`src/design/stnh_ram.sv`:
```
// Generic single-write, single-read RAM with registered read data.
// No dependencies.
module stnh_ram #(
   parameter int WIDTH = 64,
   parameter int DEPTH = 64,
   localparam int AW = (DEPTH > 1) ? $clog2(DEPTH) : 1
) (
   input  logic             clock,
   input  logic             wr_en,
   input  logic [AW-1:0]    wr_addr,
   input  logic [WIDTH-1:0] wr_data,
   input  logic             rd_en,
   input  logic [AW-1:0]    rd_addr,
   output logic [WIDTH-1:0] rd_data
);

   logic [WIDTH-1:0] mem_ff [DEPTH];
   logic [WIDTH-1:0] rd_data_ff;

   always_ff @(posedge clock) begin
      if (wr_en) begin
         mem_ff[wr_addr] <= wr_data;
      end
      if (rd_en) begin
         rd_data_ff <= mem_ff[rd_addr];
      end
   end

   assign rd_data = rd_data_ff;

endmodule

```
`config.mk`:
```
export PLATFORM = sky130hd
export DESIGN_NAME = stnh_ram
export DESIGN_NICKNAME = d
export VERILOG_FILES = /design/src/design/stnh_ram.sv
export SDC_FILE = /design/constraint.sdc
export NUM_CORES = 2
export LEC_CHECK = 0
export BUFFER_PORTS_ARGS = -buffer_cell sky130_fd_sc_hd__buf_2
export CAP_MARGIN = 30
export CELL_PAD_IN_SITES_DETAIL_PLACEMENT = 1
export CELL_PAD_IN_SITES_GLOBAL_PLACEMENT = 2
export CORE_ASPECT_RATIO = 0.9
export CORE_UTILIZATION = 30
export CTS_BUF_LIST = sky130_fd_sc_hd__clkbuf_8
export DETAILED_ROUTE_END_ITERATION = 10
export GPL_ROUTABILITY_DRIVEN = 0
export PLACE_DENSITY = 0.54
export SLEW_MARGIN = 15
export SYNTH_ARGS = -nofsm -noshare
export SYNTH_HDL_FRONTEND = slang
export SYNTH_SLANG_ARGS = --single-unit
```
`constraint.sdc`:
```
create_clock -name clock -period 8.7 [get_ports clock]
set_input_delay 0.87 -clock clock [delete_from_list [all_inputs] [get_ports clock]]
set_output_delay 0.87 -clock clock [all_outputs]
set_load 0.01 [all_outputs]
```
==> summary.md <==
| Metric | Value |
|---|---|
| Outcome | completed |
| Final std cells w/o fill | 14.9k |
| CTS Buf Count | 694 |
| Final setup TNS | 0 ns |
| Layout overhead on the synthesized area | 15.5% |
| Total setup buffers inserted after CTS | 0 |
| Cells after Synth | 6598 |
| Tmin final | 3.67 ns |
| Crit. Startpoint | rd_addr[1] |
| Design Area, Final | 181000 um2 |
| Final Max Slew Viols | 0 |
| Clk root buf | clkbuf_8 |
| CTS sink count | 4160 |
| Syn nets | 6677 |
| Syn avg cell area | 23.8 um2 |
| Initial antenna violation count | 54 |
| VDD IR max | 0.173 mV |
| Area of the mapped netlist | 157000 um2 |
| Worst-Margin Slew | 1.11 ns |
| Placed cells | 13.6k |
| Reg2reg start | mem_ff[62][13] |
| Worst min-delay path class | in -> reg |
| Crit start category | input pin |
| Crit Path Category | in -> reg |
| Worst EP arrival | 4.53 ns |
| Fmax | 273 MHz |
| Hold path start | wr_data[31] |
| Initial DRT Pass Iterations | 5 |
| Post-CTS Resized | 0 |
| Clk_skew | 0.0702 ns |
| Yosys warning count | 0 |
| Post-Route WL | 506 mm |
| Fin crit share | 42.2% |
| Ports | 143 |
| Layout cells sized above 1 | 29.9% |
| Max-cap viol count | 0 |
| Die area | 526000 um2 |
| Largest net degree at the start of global routing | 110 |
| RSZ-0062 raised after global routing | no |
| CP Capture Type | flop |
| Initial DRC Count | 7704 |
| Util after Layout | 34.9% |
| Worst-case clock buffer depth | 4 |
| CP max FO | 109 |
| Filler Cells Inserted | 50.4k |
| Initial core utilization | 30.2% |
| Worst endpoint required time | 9.57 ns |
| Via count | 76.6k |
| Commonest non-fill, non-tap cell in the layout | edfxtp_1 |
| CTS tree | yes |
| Count of state elements after synthesis | 4160 |
| Clk_lat worst skew | 1.24 ns |
| Vias in the first global route | 81.6k |
| Seq/Total Area, Yosys | 79.6% |
| Cell variety after synth | 32 |
| Total global routing overflow | 0 |
| Slew headroom | 25.7% |
| Most frequent cells in the layout | edfxtp_1 (4160), mux4_2 (1024), clkbuf_8 (699) |
| Dpl ws | 3.91 ns |
| Antenna-violating nets left | 0 |
| Worst Slack Setup Final | 5.03 ns |
| Nets | 7455 |
| H-tree levels | 6 |
| LEAKAGE | 56.3 nW |
| Die width | 765 um |
| DR vias/cell | 5.15 |
| DRC | 0 |
| Placed inst area | 168000 um2 |
| DR WL/cell | 34.0 um |
| Port Buffer Count | 142 |
| # rows | 251 |
| Core Area | 520000 um2 |
| Height of the die | 688 um |
| Total design power | 40.1 mW |
| PD cells | 221 nW/um2 |
| Post-DP HPWL | 268 mm |
| First-pass GRT wire length | 688 mm |
| Overall global routing resource usage | 18.8% |
| Worst hold margin | 0.0658 ns |
| Setup violators final | 0 |
| Worst-path clk slew | 0.06 ns |
| Final Hold Fails | 0 |
-- critical path, stage by stage --
cell and delay (ns):
buf_8 0.68, buf_12 0.47, nor2_4 0.33, buf_4 0.38, a2bb2oi_1 0.21, a31oi_1 0.22, a211oi_1 0.74
-- routing by layer --
layer / wire length (um) / global-route usage [%]
met4: 12300 / 4.75
met1: 222000 / 26.2
met5: 29 / 0
met2: 243000 / 31.0
met3: 28400 / 3.04
-- logic make-up (layout without fill, tap and decap cells) --
kind of cell           Yosys count  after routing  synth area share (%)
buffers and inverters          389           1678                  1.18
DFF                           4160           4160                  79.6
and+or+nand+nor                386            386                  1.23
muxes                         1159           1159                  15.6
other                            0             24                     0
AOI/OAI and AO/OA              504            504                  2.47
-- synthesized netlist by cell type --
cell          n  share of area, %
a211oi_1     63              0.30
a22o_1       88              0.49
a22oi_1     168              0.80
a2bb2oi_1    19              0.11
a31o_1        1            0.0056
a31oi_1      18             0.072
a41oi_1      26              0.15
and2_1        3             0.012
and3_1       64              0.26
buf_1        20             0.048
buf_2       170              0.54
buf_4        34              0.16
buf_6         6             0.043
clkbuf_1    140              0.33
edfxtp_1   4160                80
inv_1        19             0.045
mux2i_1     135              0.86
mux4_2     1024                15
nand2_1      58              0.14
nand2b_1     11             0.044
nand3_1      45              0.14
nand3b_1      2            0.0096
nand4_1       2            0.0080
nand4b_1      1            0.0056
nor2_1      112              0.27
nor2b_1      28              0.11
nor3_1        2            0.0064
o221ai_1     38              0.21
o22ai_1      83              0.33
or2_2        28              0.11
or3_1        29              0.12
or3b_2        1            0.0056
-- path summary, 6_finish.rpt --
| path | end | slack, ns | cells past startpoint |
|---|---|---|---|
| worst min-delay path | mem_ff[27][31] | 0.07 | 1 |
| worst min register to register | rd_data[34] | 0.91 | 4 |
| worst max-delay path | rd_data[6] | 5.03 | 7 |
| worst max register to register | rd_data[13] | 6.29 | 5 |
-- final cells by class --
type                    count  area (um2)  area share (%)
well taps                6957        8700            4.80
clock buffers             699        9620            5.30
inverters                  19        71.3          0.0393
diodes                     24        60.1          0.0331
flip-flops and latches   4160      125000            68.9
multi-input cells        2049       30800            17.0
clock inverters           508        2490            1.37
repair buffers            452        4750            2.62
-- what timing repair did --
item | in CTS | in global routing
hold buffers | 11 | 26
endpoints found under the hold margin | 164 | 238
setup endpoints to repair | 0 | 0
-- registers in the layout (all words and copies together) (netlist names) --
name	cells
mem_ff	4096
rd_data	64
-- where the power goes --
group	switching, mW	internal (mW)	total, mW	leakage [nW]
clock network	8.05	7.66	15.7	7.02
logic	1.27	0.750	2.02	11.8
registers	0.0894	22.2	22.3	37.5
total	9.41	30.7	40.1	56.3
Note: power is estimated with default switching activity, not from simulation.
