$ cat src/design/stnh_pkg.sv
// Shared types and constants for the spacetime nearest-hit search unit.
// Used by the distance unit and the top level; depends on nothing.
package stnh_pkg;

   localparam int SLOTS_DEFAULT = 64;

   // item field widths
   localparam int COORD_W   = 16;
   localparam int HIT_W     = 4 * COORD_W;
   localparam int INDEX_W   = 6;
   localparam int ACTIVE_W  = 7;
   localparam int WEIGHT_W  = 10;
   localparam int CSR_W     = 10;
   localparam int MAG_W     = COORD_W;
   localparam int SQ_W      = 2 * MAG_W;
   localparam int SUM3_W    = SQ_W + 2;
   localparam int WSQ_W     = SQ_W + WEIGHT_W;
   localparam int DIST_W    = WSQ_W + 1;
   localparam int OUT_DIST_W = 41;

   localparam logic [ACTIVE_W-1:0] ACTIVE_RESET = 7'd0;
   localparam logic [WEIGHT_W-1:0] WEIGHT_RESET = 10'd196;  // 14 squared

   // operation codes carried in tuser
   localparam logic OP_STORE  = 1'b0;
   localparam logic OP_SEARCH = 1'b1;

   // register indexes
   localparam logic REG_ACTIVE_COUNT = 1'b0;
   localparam logic REG_TIME_WEIGHT  = 1'b1;

   // control travelling alongside one slot through the distance pipe
   typedef struct packed {
      logic valid;
      logic last;
   } beat_type;

endpackage

$ cat src/design/stnh_dist.sv
// Pipelined weighted squared spacetime distance, one slot per cycle.
// Depends on stnh_pkg.
module stnh_dist #(
   parameter int AW = 6
) (
   input  logic                                  clock,
   input  logic                                  reset,
   input  stnh_pkg::beat_type                    in_beat,
   input  logic [AW-1:0]                         in_index,
   input  logic [stnh_pkg::HIT_W-1:0]            in_hit,
   input  logic [stnh_pkg::HIT_W-1:0]            query,
   input  logic [stnh_pkg::WEIGHT_W-1:0]         weight,
   output stnh_pkg::beat_type                    out_beat,
   output logic [AW-1:0]                         out_index,
   output logic [stnh_pkg::DIST_W-1:0]           out_dist
);

   localparam int CW = stnh_pkg::COORD_W;

   // stage 1: absolute differences
   stnh_pkg::beat_type           s1_beat_ff, s1_beat_in;
   logic [AW-1:0]                s1_idx_ff;
   logic [stnh_pkg::MAG_W-1:0]   s1_mag_ff [4];
   logic [stnh_pkg::MAG_W-1:0]   s1_mag_in [4];
   // stage 2: squares
   stnh_pkg::beat_type           s2_beat_ff;
   logic [AW-1:0]                s2_idx_ff;
   logic [stnh_pkg::SQ_W-1:0]    s2_sq_ff [4];
   logic [stnh_pkg::SQ_W-1:0]    s2_sq_in [4];
   // stage 3: spatial sum and weighted time term
   stnh_pkg::beat_type           s3_beat_ff;
   logic [AW-1:0]                s3_idx_ff;
   logic [stnh_pkg::SUM3_W-1:0]  s3_sum_ff, s3_sum_in;
   logic [stnh_pkg::WSQ_W-1:0]   s3_wsq_ff, s3_wsq_in;
   // stage 4: total
   stnh_pkg::beat_type           s4_beat_ff;
   logic [AW-1:0]                s4_idx_ff;
   logic [stnh_pkg::DIST_W-1:0]  s4_dist_ff, s4_dist_in;

   always_comb begin
      logic signed [CW:0] diff;
      logic [CW:0]        mag;
      s1_beat_in = in_beat;
      for (int lane = 0; lane < 4; lane++) begin
         diff = $signed({query[lane*CW + CW-1], query[lane*CW +: CW]})
              - $signed({in_hit[lane*CW + CW-1], in_hit[lane*CW +: CW]});
         mag  = diff[CW] ? (~diff + 1'b1) : diff;
         s1_mag_in[lane] = mag[stnh_pkg::MAG_W-1:0];   // |d| <= 65535
      end
   end

   always_comb begin
      for (int lane = 0; lane < 4; lane++) begin
         s2_sq_in[lane] = stnh_pkg::SQ_W'(s1_mag_ff[lane]) * stnh_pkg::SQ_W'(s1_mag_ff[lane]);
      end
   end

   always_comb begin
      s3_sum_in = stnh_pkg::SUM3_W'(s2_sq_ff[0]) + stnh_pkg::SUM3_W'(s2_sq_ff[1])
                + stnh_pkg::SUM3_W'(s2_sq_ff[2]);
      s3_wsq_in = stnh_pkg::WSQ_W'(weight) * stnh_pkg::WSQ_W'(s2_sq_ff[3]);
   end

   assign s4_dist_in = stnh_pkg::DIST_W'(s3_sum_ff) + stnh_pkg::DIST_W'(s3_wsq_ff);

   // control
   always_ff @(posedge clock) begin
      if (reset) begin
         s1_beat_ff <= '0;
         s2_beat_ff <= '0;
         s3_beat_ff <= '0;
         s4_beat_ff <= '0;
      end else begin
         s1_beat_ff <= s1_beat_in;
         s2_beat_ff <= s1_beat_ff;
         s3_beat_ff <= s2_beat_ff;
         s4_beat_ff <= s3_beat_ff;
      end
   end

   // payload
   always_ff @(posedge clock) begin
      s1_idx_ff  <= in_index;
      s2_idx_ff  <= s1_idx_ff;
      s3_idx_ff  <= s2_idx_ff;
      s4_idx_ff  <= s3_idx_ff;
      s1_mag_ff  <= s1_mag_in;
      s2_sq_ff   <= s2_sq_in;
      s3_sum_ff  <= s3_sum_in;
      s3_wsq_ff  <= s3_wsq_in;
      s4_dist_ff <= s4_dist_in;
   end

   assign out_beat  = s4_beat_ff;
   assign out_index = s4_idx_ff;
   assign out_dist  = s4_dist_ff;

endmodule

$ cat config.mk
export PLATFORM = sky130hd
export DESIGN_NAME = stnh_dist
export DESIGN_NICKNAME = d
export VERILOG_FILES = /design/src/design/stnh_pkg.sv /design/src/design/stnh_dist.sv
export SDC_FILE = /design/constraint.sdc
export NUM_CORES = 2
export LEC_CHECK = 0
export ABC_AREA = 1
export BUFFER_PORTS_ARGS = -buffer_cell sky130_fd_sc_hd__buf_2
export CORE_UTILIZATION = 45
export CTS_CLUSTER_DIAMETER = 200
export DETAILED_ROUTE_END_ITERATION = 8
export PLACE_DENSITY = 0.64
export SYNTH_ARGS = -nofsm -noshare
export SYNTH_HDL_FRONTEND = slang
export SYNTH_SLANG_ARGS = --single-unit
$ cat constraint.sdc
create_clock -name clock -period 15.4 [get_ports clock]
set_input_delay 3.08 -clock clock [delete_from_list [all_inputs] [get_ports clock]]
set_output_delay 3.08 -clock clock [all_outputs]
set_load 0.01 [all_outputs]
==> qor.yml <==
synth_largest_area_cell: "fa_1"
die_x_um: 360
finalHoldViolCount: 0
stdcell_count: 9381
holdBufCountCts: 0
synthToLayoutAreaGrowth_pct: 6.87
r2r-start: "s1_mag_ff[3]$_DFF_P_"
cts_setup_buffers: 0
postSynthAreaPerCell_um2: 7.58
synthAdderAreaFrac: 0.451
crit_fanout: 31
dp_hpwl_mm: 119
synth_seq_cells: 339
cp-end-kind: "flip-flop"
coreArea_mm2: 0.127
outcome: "completed"
htreeDepth: 2
hp-start: "s2_idx_ff[1]$_DFF_P_"
syn_area_mm2: 0.0577
drtIter0Drc: 2689
vias_per_cell: 4.90
required_ns: 15.91
fmax_mhz: 131
cap_violations: 0
place.gp.congestion: 0.971
antenna_found_initial: 1
synth-edff-count: 0
cts_tree: "yes"
tightest_slew_ns: 1.01
whs_path_depth: 0
crit_path_start_kind: "input pin"
finClkSkew_ns: 0.0242
synth_cell_types: 45
num_rows: 131
clock_path_buffers: 3
synth_seq_area_share: 0.118
setup_viol: 0
cts.clk_slew.worst_paths_ns: 0.06
fin_tns_setup_ns: 0
r2r_end: "s2_sq_ff[28]$_DFF_P_"
track_usage: 0.222
drive_gt1_frac: 0.0430
hold_end: "s3_idx_ff[1]$_DFF_P_"
period_minus_slack_ns: 7.62
arrival_ns: 8.13
clock_latency_ns: 0.62
grt_pass1_vias: 47900
numCtsBuffers: 42
ant_nets: 0
layout.nets: 9365
min_path_type: "flip-flop to flip-flop"
synth_xor_area_frac: 0.0423
synth_top_family_by_area: "adder cells"
synthSimpleGateAreaFrac: 0.184
synth_compound_area_frac: 0.0608
grt_overflow: 0
ios: 199
final_cell_mix: "inv_1, nand2_1, fa_1, ha_1, nor2_1"
yosys-top-cells-area: "fa_1, ha_1, inv_1, nand2_1, dfxtp_1"
async_flop_share: 0
wl_per_cell_um: 14.8
grt_max_degree: 32
root_buffer: "clkbuf_16"
start_util: 0.453
die_area_mm2: 0.130
slew_headroom: 0.328
dr.pass1.iters: 5
synthesis.instances: 7621
dp_cells: 9304
path_class: "input pin to flip-flop"
cts_resized: 0
diodes: 0
num_vias: 46000
drc: 0
reg2reg_depth: 17
die_h_um: 360
finalCritPeriodShare: 0.495
clock-sinks: 339
ys_warn_count: 0
grt_pass1_wl_mm: 237
maxSlewViolCount: 0
finalWirelength_mm: 139
synthFlopType: "dfxtp_1"
final_common_cell: "inv_1"
synth_top_area_share: 0.319
io_buffers: 198
muxShareOfSynthArea: 0
rsz0062_at_grt: "no"
timing.reg2reg.setup_slack_ns: 8.89
layer usage:
layer	part of all wire	track usage	up-vias
met2	0.46	0.367	1140
li1	-	-	22700
met4	0.018	0.0449	2
met3	0.061	0.0384	163
met1	0.46	0.303	22000
met5	0.000086	0	-
cells by family (layout without fill, tap and decap cells):
group / count (synthesis) / after routing
AOI/OAI and AO/OA: 634 / 634
xor gates and xnor gates: 277 / 277
adders and majority gates: 1531 / 1531
buffers and inverters: 2211 / 2302
DFF: 339 / 339
other: 2 / 9
and+or+nand+nor: 2627 / 2627
cell type report:
type                    instances  area (um^2)
repair buffers                198          991
multi-input cells            5078        42700
clock inverters                29          454
fillers                     12600        65600
inverters                    2027         7610
well taps                    1662         2080
flip-flops and latches        339         6790
clock buffers                  48         1130
critical path: stages:
cell and delay, ns:
buf_2 0.55, nand2_1 0.18, fa_1 0.57, inv_1 0.05, fa_1 0.50, inv_1 0.06
fa_1 0.53, inv_1 0.05, fa_1 0.49, fa_1 0.42, ha_1 0.35, nand2_1 0.10
o21ai_0 0.18, a21oi_1 0.10, o21ai_0 0.42, nand2_1 0.14, nand2_1 0.13, nand2_1 0.08
nand3_1 0.07, nand2_1 0.06
through the flow:
stage	util	worst slack (ns)	hold WS, ns	area [um^2]
2_1_floorplan	-	7.95	0.310	57800
3_3_place_gp	0.472	7.18	0.310	60100
3_5_place_dp	0.472	7.11	0.312	60100
4_1_cts	0.485	7.80	0.326	61700
5_1_grt	0.485	7.41	0.335	61700
6_report	0.485	7.78	0.325	61700
worst max path at each step:
stage	end	cells past startpoint	startpoint	slack, ns
3_5_place_dp	s3_wsq_ff[38]$_DFF_P_	20	weight[1]	7.11
2_1_floorplan	s3_wsq_ff[38]$_DFF_P_	20	weight[1]	7.95
3_3_place_gp	s3_wsq_ff[38]$_DFF_P_	20	weight[1]	7.18
5_1_grt	s3_wsq_ff[38]$_DFF_P_	20	weight[1]	7.41
4_1_cts	s3_wsq_ff[38]$_DFF_P_	20	weight[1]	7.80
6_report	s3_wsq_ff[38]$_DFF_P_	20	weight[1]	7.78
state kept, by name (all words and copies together), names as in the netlist:
signal      cells
s3_wsq_ff      42
s1_idx_ff       6
s1_beat_ff      2
s1_mag_ff      64
out_dist       43
out_beat        2
s2_sq_ff      124
s2_beat_ff      2
s3_sum_ff      34
out_index       6
s3_idx_ff       6
s3_beat_ff      2
s2_idx_ff       6
cells in the mapped netlist, types with 8 or more instances:
library cell  instances
nand3_2              10
a31oi_1              12
o21ai_1               9
inv_1              2027
nor2_2                8
xnor2_1              89
nand4_1              53
xor2_1              187
a21oi_1             338
ha_1                612
or2_2                10
nand3b_1             13
nand2_2              15
a21o_1               27
clkbuf_1            176
nand2_1            1851
o21bai_1             33
o211ai_1              8
nor3_1               55
nor2_1              372
a21boi_0             12
nor4_1               16
fa_1                919
dfxtp_1             339
o21a_1               10
nand3_1             209
o21ai_0             157
and2_1                9
Power is left out: the tool's default activity adds up to more than one toggle a clock period on the data nets, which glitch-free logic cannot reach.
